<file path="config.mk">
export PLATFORM = sky130hd
export DESIGN_NAME = lbs_merge
export DESIGN_NICKNAME = d
export VERILOG_FILES = /design/src/design/lbs_pkg.sv /design/src/design/lbs_merge.sv
export SDC_FILE = /design/constraint.sdc
export NUM_CORES = 1
export LEC_CHECK = 0
export BUFFER_PORTS_ARGS = -buffer_cell sky130_fd_sc_hd__buf_2
export CAP_MARGIN = 10
export CORE_AREA = 2 2 271 273
export DETAILED_ROUTE_END_ITERATION = 8
export DIE_AREA = 0 0 273 275
export PLACE_DENSITY = 0.59
export SLEW_MARGIN = 30
export SYNTH_ARGS = -nofsm -noshare
export SYNTH_HDL_FRONTEND = slang
export SYNTH_SLANG_ARGS = --single-unit
</file>
<file path="constraint.sdc">
create_clock -name clk -period 4.48 [get_ports clk]
set_input_delay 0.448 -clock clk [delete_from_list [all_inputs] [get_ports clk]]
set_output_delay 0.448 -clock clk [all_outputs]
set_load 0.02 [all_outputs]
</file>
<file path="src/design/lbs_pkg.sv">
// Package: shared types and constants for the linear blend skinning core.
`default_nettype none
package lbs_pkg;

	localparam int BONES    = 256;
	localparam int ELEMS    = 16;
	localparam int LANES    = 4;
	localparam int BONE_W   = 8;
	localparam int ELEM_W   = 4;
	localparam int WGT_W    = 16;
	localparam int CNT_W    = 9;
	localparam int H_W      = 50;              // homogeneous coordinate width
	localparam int QBITS    = 32;              // quotient bits, one per stage
	localparam int DIV_LAT  = QBITS + 3;       // abs, range check, bits, saturate
	localparam int PROD_W   = 49;              // Q18.31 weighted term
	localparam int ACC_W    = 52;              // sum over all lanes
	localparam int LAT      = DIV_LAT + 6;     // accept to result strobe

	localparam logic OP_WRITE = 1'b0;
	localparam logic OP_SKIN  = 1'b1;

	typedef struct packed {
		logic               operation;
		logic [7:0]         bone_index;
		logic [3:0]         element_index;
		logic signed [31:0] element_value;
		logic signed [31:0] pos_x;
		logic signed [31:0] pos_y;
		logic signed [31:0] pos_z;
		logic [31:0]        joint_indices;
		logic [63:0]        weight_set;
	} item_t;

	typedef struct packed {
		logic signed [31:0] out_x;
		logic signed [31:0] out_y;
		logic signed [31:0] out_z;
		logic               degenerate;
	} result_t;

	typedef struct packed {
		logic              en;
		logic [BONE_W-1:0] bone;
		logic [ELEM_W-1:0] elem;
		logic [31:0]       value;
	} mem_wr_t;

	typedef struct packed {
		logic signed [PROD_W-1:0] x;
		logic signed [PROD_W-1:0] y;
		logic signed [PROD_W-1:0] z;
		logic                     degen;
	} lane_res_t;

endpackage
`default_nettype wire

</file>
<file path="src/design/lbs_merge.sv">
// Merge stage: sums the lane contributions, rounds and saturates.
`default_nettype none
module lbs_merge import lbs_pkg::*; (
	input  wire logic                  clk,
	input  wire lane_res_t [LANES-1:0] lane,
	output result_t                    result
);

	logic signed [ACC_W-1:0] acc_s1 [0:2];
	logic                    deg_s1;
	logic signed [ACC_W-1:0] sum_c  [0:2];
	logic                    deg_c;
	logic signed [ACC_W-16:0] shr_c [0:2];
	logic signed [31:0]      sat_c  [0:2];

	always_comb begin
		for (int c = 0; c < 3; c++)
			sum_c[c] = ACC_W'(16384);
		deg_c = 1'b0;
		for (int l = 0; l < LANES; l++) begin
			sum_c[0] = sum_c[0] + ACC_W'(lane[l].x);
			sum_c[1] = sum_c[1] + ACC_W'(lane[l].y);
			sum_c[2] = sum_c[2] + ACC_W'(lane[l].z);
			deg_c    = deg_c | lane[l].degen;
		end
	end

	// sum with rounding bias
	always_ff @(posedge clk) begin
		for (int c = 0; c < 3; c++)
			acc_s1[c] <= sum_c[c];
		deg_s1 <= deg_c;
	end

	// floor shift by 15 and clamp to 32 bits
	always_comb begin
		for (int c = 0; c < 3; c++) begin
			shr_c[c] = acc_s1[c][ACC_W-1:15];
			if (shr_c[c] > (ACC_W-15)'(32'sh7FFF_FFFF))
				sat_c[c] = 32'sh7FFF_FFFF;
			else if (shr_c[c] < (ACC_W-15)'(-64'sh8000_0000))
				sat_c[c] = 32'sh8000_0000;
			else
				sat_c[c] = shr_c[c][31:0];
		end
	end

	always_ff @(posedge clk) begin
		result.out_x      <= sat_c[0];
		result.out_y      <= sat_c[1];
		result.out_z      <= sat_c[2];
		result.degenerate <= deg_s1;
	end

endmodule
`default_nettype wire
</file>
==> results of run 1 <==
-- cells by family (layout without fill, tap and decap cells) --
| kind of cell | count (synthesis) | in the layout | share of synthesized area, % |
|---|---|---|---|
| flip-flops | 209 | 209 | 19.5 |
| adder cells (fa/ha/maj) | 585 | 585 | 44.5 |
| buffers and inverters | 618 | 1434 | 10.9 |
| AND/OR/NAND/NOR | 229 | 229 | 5.43 |
| other | 0 | 5 | 0 |
| AO/OA/AOI/OAI | 490 | 490 | 15.3 |
| XOR/XNOR | 108 | 108 | 4.42 |
-- stage by stage --
stage                     setup TNS, ns  utilization [%]  cells  cell area (um2)  setup WS [ns]
after global routing                  0             38.5   4017            27900        0.00418
after floorplan                       0                -   2239            21400          0.275
after detailed placement         -10.51             37.2   3965            26900         -0.493
final                                 0             38.5   4019            27900          0.202
after CTS                             0             38.5   4014            27800         0.0700
after global placement            -9.66             37.1   3962            26800         -0.527
-- power by group --
group / total [mW] / switching (mW) / internal (mW)
registers: 3.25 / 0.297 / 2.95
logic: 10.2 / 5.70 / 4.52
clock network: 2.19 / 0.870 / 1.32
-- layer usage --
layer | part of all wire [%] | global-route usage (%) | wire length (um)
met5 | 0.036 | 0 | 23
met4 | 2.9 | 4.82 | 1890
met3 | 6.2 | 3.40 | 4010
met2 | 51 | 31.5 | 33000
met1 | 39 | 19.2 | 25300
-- state kept, by name (all words and copies together), names as in the netlist --
signal / flops
acc_s1: 111
deg_s1: 1
result: 97
-- path summary, 6_finish.rpt --
kind | start | end | slack (ns) | depth (start not counted)
worst max-delay path | lane[53] | acc_s1[0][95] | 0.20 | 17
worst min-delay path | lane[444] | deg_s1 | 0.08 | 2
worst max register to register | acc_s1[0][50] | result[72] | 3.07 | 4
worst min register to register | deg_s1 | result[0] | 0.33 | 0
-- cells in the mapped netlist, types with 10 or more instances --
master      n  area, um2
a21oi_1   137        686
dfxtp_1   209       4180
fa_1      294       5890
o21ai_0    62        310
and3_1     13       81.3
a21o_1    175       1310
nand3_1    29        145
inv_1     572       2150
nor2_1     42        158
o21a_1     10       75.1
nand4_1    27        169
o21bai_1   23        173
a31oi_1    14       87.6
clkbuf_1   42        158
nor2b_1    13       81.3
xnor2_1    62        543
ha_1      291       3640
nand2_1    63        236
nor3_1     10       50.1
xor2_1     46        403
-- worst register-to-register path, cell delays in order, from the launching register on --
cell,delay (ns)
dfxtp_1,0.31
nor3_1,0.35
a21oi_4,0.24
buf_8,0.23
a21o_1,0.17
-- cell type report --
type	count	area, um2
Fill cell	7398	44500
Multi-Input combinational cell	1412	15000
Timing Repair Buffer	813	4430
Sequential cell	209	4180
Inverter	572	2150
Tap cell	959	1200
Clock buffer	37	773
Clock inverter	12	131
Antenna cell	5	12.5
==> impl_metrics.py, run 1 <==
metrics = {
    "setup_path": {
        "required_ns": 4.95,
        "setup.worst_path.start_class": "primary input",
        "critPathTopFamily": "compound AO/OA/AOI/OAI gates",
        "max_stage_delay_ns": 0.56,
        "crit_chain": "buf_2 -> inv_1 -> fa_1 -> inv_1 -> fa_1 -> ha_1 -> ha_1 -> and4bb_2 -> a311o_1 -> a22oi_2 -> o21ai_2 -> a31oi_2 -> a311o_1 -> o21ai_0 -> a31oi_1 -> o21ai_1 -> xor2_1",
        "worst_setup_path_end_kind": "flip-flop",
        "slowest_stage": "fa_1",
        "crit_type": "primary input to flip-flop",
        "arrival_ns": 4.75,
        "cp_max_fo": 3,
        "cp_num_buf_inv": 3,
    },
    "floorplanning": {
        "start_util_pct": 29.6,
        "core_mm2": 0.0723,
        "die_x_um": 273,
        "dieArea_mm2": 0.0751,
        "ioPinCount": 690,
        "rows": 99,
        "die_h_um": 275,
    },
    "global_routing": {
        "grt_overflow_total": 0,
        "antenna_found_initial": 6,
        "grt_use_total_pct": 16.8,
        "grt_pass1_vias": 18575,
        "grt_pass1_wl_mm": 98.2,
        "grt_max_degree": 32,
    },
    "drt": {
        "wirelength_mm": 64.3,
        "drc": 0,
        "vias": 17677,
        "drtAntennaViolNets": 0,
        "wl_per_cell_um": 16.0,
        "viasPerCell": 4.40,
        "drt_iter0_markers": 460,
        "first_pass_iters": 4,
    },
    "logic_synthesis": {
        "ys_types": 65,
        "synth_edf_count": 0,
        "synthArstFlopShare_pct": 0,
        "synth_flop_cell": "dfxtp_1",
        "ys_seq_elements": 209,
        "syn-num-nets": 3417,
        "syn_area_per_cell_um2": 9.57,
        "netlist_instances": 2239,
        "yosys_warnings": 0,
        "synth_area_mm2": 0.0214,
        "yosysSeqAreaShare_pct": 19.5,
    },
    "cells_and_area": {
        "nNetsFinal": 4213,
        "layout_commonest_cell": "buf_2",
        "final_layout_size_suffix_gt1_share_pct": 28.9,
        "synthToLayoutAreaGrowth_pct": 30.0,
        "layout_common_cells": "689 x buf_2, 572 x inv_1, 294 x fa_1",
    },
    "sta": {
        "worst_clock_skew_ns": 0.0148,
        "whs_ns": 0.0827,
        "fmax_mhz": 234,
        "period_share_pct": 95.5,
        "rsz0062_at_grt": "no",
        "finalHoldViolations": 0,
        "finalCriticalPeriod_ns": 4.28,
        "finalMaxSlewViolations": 0,
        "setup_viol": 0,
        "worst_pin_slew_ns": 0.640,
        "slew-limit-headroom_pct": 57.2,
    },
    "power_and_ir_drop": {
        "leakagePower_nw": 15.8,
        "total_power_mw": 15.7,
        "ir_drop_uv": 219,
        "cellPowerDensity_mw_per_mm2": 562,
    },
    "clocking": {
        "cts_root_buffer": "clkbuf_16",
        "cts.repair.resized": 0,
        "post-cts-setup-buffers": 0,
        "path_clk_slew_ns": 0.06,
        "cts-htree-levels": 1,
        "clock_latency_ns": 0.56,
        "cts_sinks": 209,
        "clk_path_buf_depth": 3,
        "cts_tree": "built",
        "cts_hold_buf": 0,
        "numCtsBuffers": 27,
    },
    "min_path": {
        "hp-class": "primary input to flip-flop",
    },
    "placement": {
        "dpl.hpwl_mm": 57.7,
        "io_buffers": 689,
        "gp_congestion": 0.944,
    },
    "job": {
        "max-cap-violations": 0,
    },
    "outcome": {
        "status": "finished clean",
    },
}
Power figures use the tool's default switching activity.
==> run 2: changes to the inputs <==
- PLACE_DENSITY: 0.59 -> 0.61
==> run 2 against run 1 <==
Combinational power about the same. Critical path type unchanged. Fmax fell by 1.9%. Largest cell class unchanged. Utilization about the same. Sequential power about the same. Power up 0.37%. Routed wire length increased by 1.0%. Clock skew is 0.0058 ns higher.
==> impl_metrics.py, run 2 (synthesized netlist as in run 1, its figures left out) <==
metrics = {
    "outcome": {
        "status": "finished clean",
    },
    "floorplanning": {
        "die_x_um": 273,
        "rows": 99,
        "die_h_um": 275,
        "ioPinCount": 690,
        "core_mm2": 0.0723,
        "start_util_pct": 29.6,
        "dieArea_mm2": 0.0751,
    },
    "sta": {
        "finalHoldViolations": 0,
        "worst_pin_slew_ns": 0.593,
        "finalCriticalPeriod_ns": 4.36,
        "fmax_mhz": 229,
        "setup_viol": 0,
        "whs_ns": 0.0823,
        "finalMaxSlewViolations": 0,
        "rsz0062_at_grt": "no",
        "slew-limit-headroom_pct": 60.3,
        "period_share_pct": 97.4,
        "worst_clock_skew_ns": 0.0206,
    },
    "placement": {
        "gp_congestion": 0.952,
        "io_buffers": 689,
        "dp.cells": 3971,
        "dpl.hpwl_mm": 57.9,
        "place_area_mm2": 0.0269,
    },
    "power_and_ir_drop": {
        "pwr-share-seq_pct": 20.7,
        "p_sw_mw": 6.94,
        "cellPowerDensity_mw_per_mm2": 564,
        "total_power_mw": 15.7,
        "leakagePower_nw": 15.9,
        "internal-power_mw": 8.77,
        "switching_share_pct": 44.2,
        "p_clk_share_pct": 13.8,
        "combPwrFrac_pct": 65.5,
        "ir_drop_uv": 228,
    },
    "global_routing": {
        "antenna_found_initial": 6,
        "grt_pass1_vias": 18497,
        "busiest_layer": "met2",
        "grt_use_total_pct": 16.8,
        "grt_max_degree": 32,
        "grtUsageMet1_pct": 19.6,
        "grt_pass1_wl_mm": 97.9,
        "grt_overflow_total": 0,
        "grtUsageMet2_pct": 31.4,
        "grt_util_met3_pct": 2.97,
    },
    "drt": {
        "drc": 0,
        "first_pass_iters": 5,
        "drtAntennaViolNets": 0,
        "wl_per_cell_um": 16.1,
        "wirelength_mm": 64.9,
        "drt_iter0_markers": 451,
        "viasPerCell": 4.42,
        "vias": 17787,
    },
    "cells_and_area": {
        "largest_register_ffs": 111,
        "nNetsFinal": 4219,
        "finalNonFillerCells": 4021,
        "layout_common_cells": "689 x buf_2, 572 x inv_1, 293 x fa_1",
        "final_layout_size_suffix_gt1_share_pct": 29.0,
        "layout_commonest_cell": "buf_2",
        "synthToLayoutAreaGrowth_pct": 30.1,
        "top_register": "acc_s1",
        "reg_top3": "acc_s1 (111), result (97), deg_s1 (1)",
        "final_cell_area_mm2": 0.0279,
        "fillers": 7346,
    },
    "setup_path": {
        "slowest_stage": "fa_1",
        "arrival_ns": 4.84,
        "crit_type": "primary input to flip-flop",
        "crit_path_start": "lane[53]",
        "setup.worst_path.start_class": "primary input",
        "reg2reg_from": "acc_s1[0][50]",
        "max_stage_delay_ns": 0.53,
        "crit_chain": "buf_2 -> inv_1 -> fa_1 -> inv_1 -> fa_1 -> ha_1 -> ha_1 -> and4bb_4 -> a311o_1 -> a22oi_2 -> o21ai_4 -> a211oi_4 -> o21a_1 -> nor4b_4 -> nor2_1 -> a221oi_2 -> xor2_1",
        "worst_setup_path_end_kind": "flip-flop",
        "required_ns": 4.96,
        "cp_max_fo": 3,
    },
    "clocking": {
        "path_clk_slew_ns": 0.06,
        "clk_path_buf_depth": 3,
        "cts_sinks": 209,
        "post-cts-setup-buffers": 0,
        "cts_root_buffer": "clkbuf_16",
        "cts-htree-levels": 1,
        "clock_latency_ns": 0.56,
        "cts_tree": "built",
        "numCtsBuffers": 27,
        "cts_hold_buf": 0,
    },
    "min_path": {
        "hp-class": "primary input to flip-flop",
        "hp-start": "lane[444]",
    },
    "job": {
        "max-cap-violations": 0,
    },
}
==> run 2: through the flow <==
stage	setup slack (ns)	util, %	setup TNS [ns]
after floorplan	0.275	-	0
after global placement	-0.549	37.2	-14.91
after detailed placement	-0.565	37.3	-16.01
after CTS	0.0164	38.5	0
after global routing	0.00102	38.5	0
final	0.119	38.5	0
==> run 2: timing repair <==
| action | in CTS | in global routing |
|---|---|---|
| setup endpoints to repair | 0 | 7 |
| hold endpoints to repair | 0 | 0 |
| gates resized for setup | 0 | 7 |
==> run 2: worst paths after layout <==
| kind | end | slack (ns) | depth (start not counted) |
|---|---|---|---|
| worst min register to register | result[0] | 0.34 | 0 |
| worst max register to register | result[65] | 3.03 | 4 |
| worst max-delay path | acc_s1[0][103] | 0.12 | 17 |
| worst min-delay path | deg_s1 | 0.08 | 2 |
==> run 2: worst max-delay path, delay by kind of cell <==
kind,cells,cell delay (ns)
xor gates and xnor gates,1,0.17
adders and majority gates,4,1.58
and+or+nand+nor,3,0.65
buffers and inverters,3,0.17
AOI/OAI and AO/OA,6,1.80
==> run 2: power groups by stage <==
stage / Clock [mW] / Combinational [mW] / Sequential [mW]
3_5_place_dp: 0 / 10.3 / 3.29
3_3_place_gp: 0 / 10.3 / 3.27
2_1_floorplan: 0 / 5.94 / 3.80
4_1_cts: 2.26 / 10.4 / 3.26
6_report: 2.17 / 10.3 / 3.25
5_1_grt: 2.31 / 11.5 / 3.34
==> run 2: routing by layer <==
metal | routed length (um) | part of all wire (%)
met3 | 3880 | 6.0
met4 | 1600 | 2.5
met5 | 27 | 0.042
met1 | 26000 | 40
met2 | 33400 | 52
==> run 2: final cells by class <==
class,count,area [um2],share of cell area [%]
diodes,1,2.50,0.00898
flip-flops and latches,209,4180,15.0
well taps,959,1200,4.30
clock inverters,14,139,0.498
clock buffers,35,746,2.68
multi-input cells,1412,15000,53.8
repair buffers,819,4460,16.0
inverters,572,2150,7.70
==> run 3: changes to the inputs <==
- PLACE_DENSITY: 0.61 -> unset
- PLACE_DENSITY_LB_ADDON: unset -> 0.1
==> run 3 against run 2 <==
Fmax decreased by 2.4%. Worst setup slack got worse by 0.11 ns. Hold slack improved by 0.0091 ns. Combinational power about the same. Sequential share of layout area increased by 0.055 points. Via count increased by 0.60%. Clock power decreased by 3%. First-iteration DRC count increased by 19%. Utilization decreased by 0.14 points. Routed wire length increased by 2.0%. Largest cell class unchanged. Highest routed layer is now met4.
==> impl_metrics.py, run 3 (synthesized netlist as in run 1, its figures left out) <==
metrics = {
    "outcome": {
        "status": "finished clean",
    },
    "clocking": {
        "cts_hold_buf": 0,
        "post-cts-setup-buffers": 0,
        "cts_sinks": 209,
        "numCtsBuffers": 26,
        "cts_root_buffer": "clkbuf_16",
        "clk_path_buf_depth": 3,
        "cts.repair.resized": 0,
        "cts-htree-levels": 1,
        "cts_tree": "built",
        "clock_latency_ns": 0.56,
        "path_clk_slew_ns": 0.06,
    },
    "placement": {
        "dpl.hpwl_mm": 59.5,
        "gp_congestion": 0.960,
        "dp.cells": 3963,
        "io_buffers": 689,
        "place_area_mm2": 0.0269,
    },
    "cells_and_area": {
        "nNetsFinal": 4211,
        "multi_input_area_mm2": 0.0150,
        "largest_register_ffs": 111,
        "synthToLayoutAreaGrowth_pct": 29.6,
        "layout_common_cells": "689 x buf_2, 572 x inv_1, 294 x fa_1",
        "top_register": "acc_s1",
        "utilization_pct": 38.4,
        "fillers": 7484,
        "final_layout_size_suffix_gt1_share_pct": 28.8,
        "finalNonFillerCells": 4012,
        "final_cell_area_mm2": 0.0278,
        "layout_commonest_cell": "buf_2",
        "reg_top3": "acc_s1 (111), result (97), deg_s1 (1)",
        "regArea_mm2": 0.00418,
    },
    "global_routing": {
        "grt_overflow_total": 0,
        "antenna_found_initial": 8,
        "grt_use_total_pct": 17.2,
        "grt_pass1_vias": 19380,
        "grt_max_degree": 32,
        "grt_pass1_wl_mm": 102,
    },
    "setup_path": {
        "rrSetupSlack_ns": 3.09,
        "required_ns": 4.95,
        "cp_max_fo": 4,
        "worst_setup_path_end_kind": "flip-flop",
        "setup.worst_path.start_class": "primary input",
        "arrival_ns": 4.94,
        "crit_type": "primary input to flip-flop",
    },
    "power_and_ir_drop": {
        "cellPowerDensity_mw_per_mm2": 562,
        "leakagePower_nw": 15.8,
        "ir_drop_uv": 249,
        "total_power_mw": 15.6,
    },
    "sta": {
        "setup_viol": 0,
        "finalCriticalPeriod_ns": 4.47,
        "worst_pin_slew_ns": 0.612,
        "period_share_pct": 99.7,
        "worst_clock_skew_ns": 0.0223,
        "fmax_mhz": 224,
        "finalMaxSlewViolations": 0,
        "finalHoldViolations": 0,
        "whs_ns": 0.0914,
        "slew-limit-headroom_pct": 58.8,
    },
    "floorplanning": {
        "ioPinCount": 690,
        "rows": 99,
        "start_util_pct": 29.6,
        "die_h_um": 275,
        "die_x_um": 273,
        "dieArea_mm2": 0.0751,
        "core_mm2": 0.0723,
    },
    "job": {
        "max-cap-violations": 0,
    },
    "drt": {
        "vias": 17894,
        "drt_iter0_markers": 535,
        "first_pass_iters": 5,
        "drc": 0,
        "viasPerCell": 4.46,
        "wirelength_mm": 66.2,
        "drtAntennaViolNets": 0,
        "wl_per_cell_um": 16.5,
    },
    "min_path": {
        "hp-class": "primary input to flip-flop",
    },
}
## run 3: routing by layer
layer  track usage, %  part of all wire, %
met4             4.37                  2.4
met1             21.6                   42
met5                0                    0
met3             2.25                  4.9
met2             31.2                   50
## run 3: layout make-up
cell class	instances	share of cell area [%]
multi-input combinational	1412	53.9
timing repair buffer	812	15.9
sequential	209	15.1
inverter	572	7.73
tap	959	4.32
clock buffer	32	2.53
clock inverter	11	0.518
antenna	5	0.0451
## run 3: per-stage QoR
stage	setup TNS (ns)	setup slack (ns)
finish	0	0.0119
global route	-0.00161	-0.00161
CTS	0	0.168
detailed placement	-8.56	-0.388
global placement	-6.35	-0.328
floorplan	0	0.275
## run 3: critical path: stages
cell and delay (ns):
buf_2 0.11, inv_1 0.06, fa_1 0.53, inv_1 0.05, fa_1 0.44, ha_1 0.33, ha_1 0.35, nand4_1 0.16
a211oi_2 0.29, a22oi_2 0.16, o21ai_2 0.30, a31oi_1 0.21, a311o_1 0.42, o21ai_0 0.52, a31oi_2 0.21, o21ai_1 0.19
xor2_1 0.15
## run 3: path summary, 6_finish.rpt
check | start | end | depth (start not counted)
setup / recovery | lane[63] | acc_s1[0][95] | 17
hold reg to reg | deg_s1 | result[0] | 0
setup reg to reg | acc_s1[0][50] | result[67] | 4
hold / removal | lane[444] | deg_s1 | 2
## run 3: where the power goes
group | switching [mW] | internal [mW]
Sequential | 0.345 | 2.95
Combinational | 5.67 | 4.51
Clock | 0.838 | 1.28
Total | 6.86 | 8.74
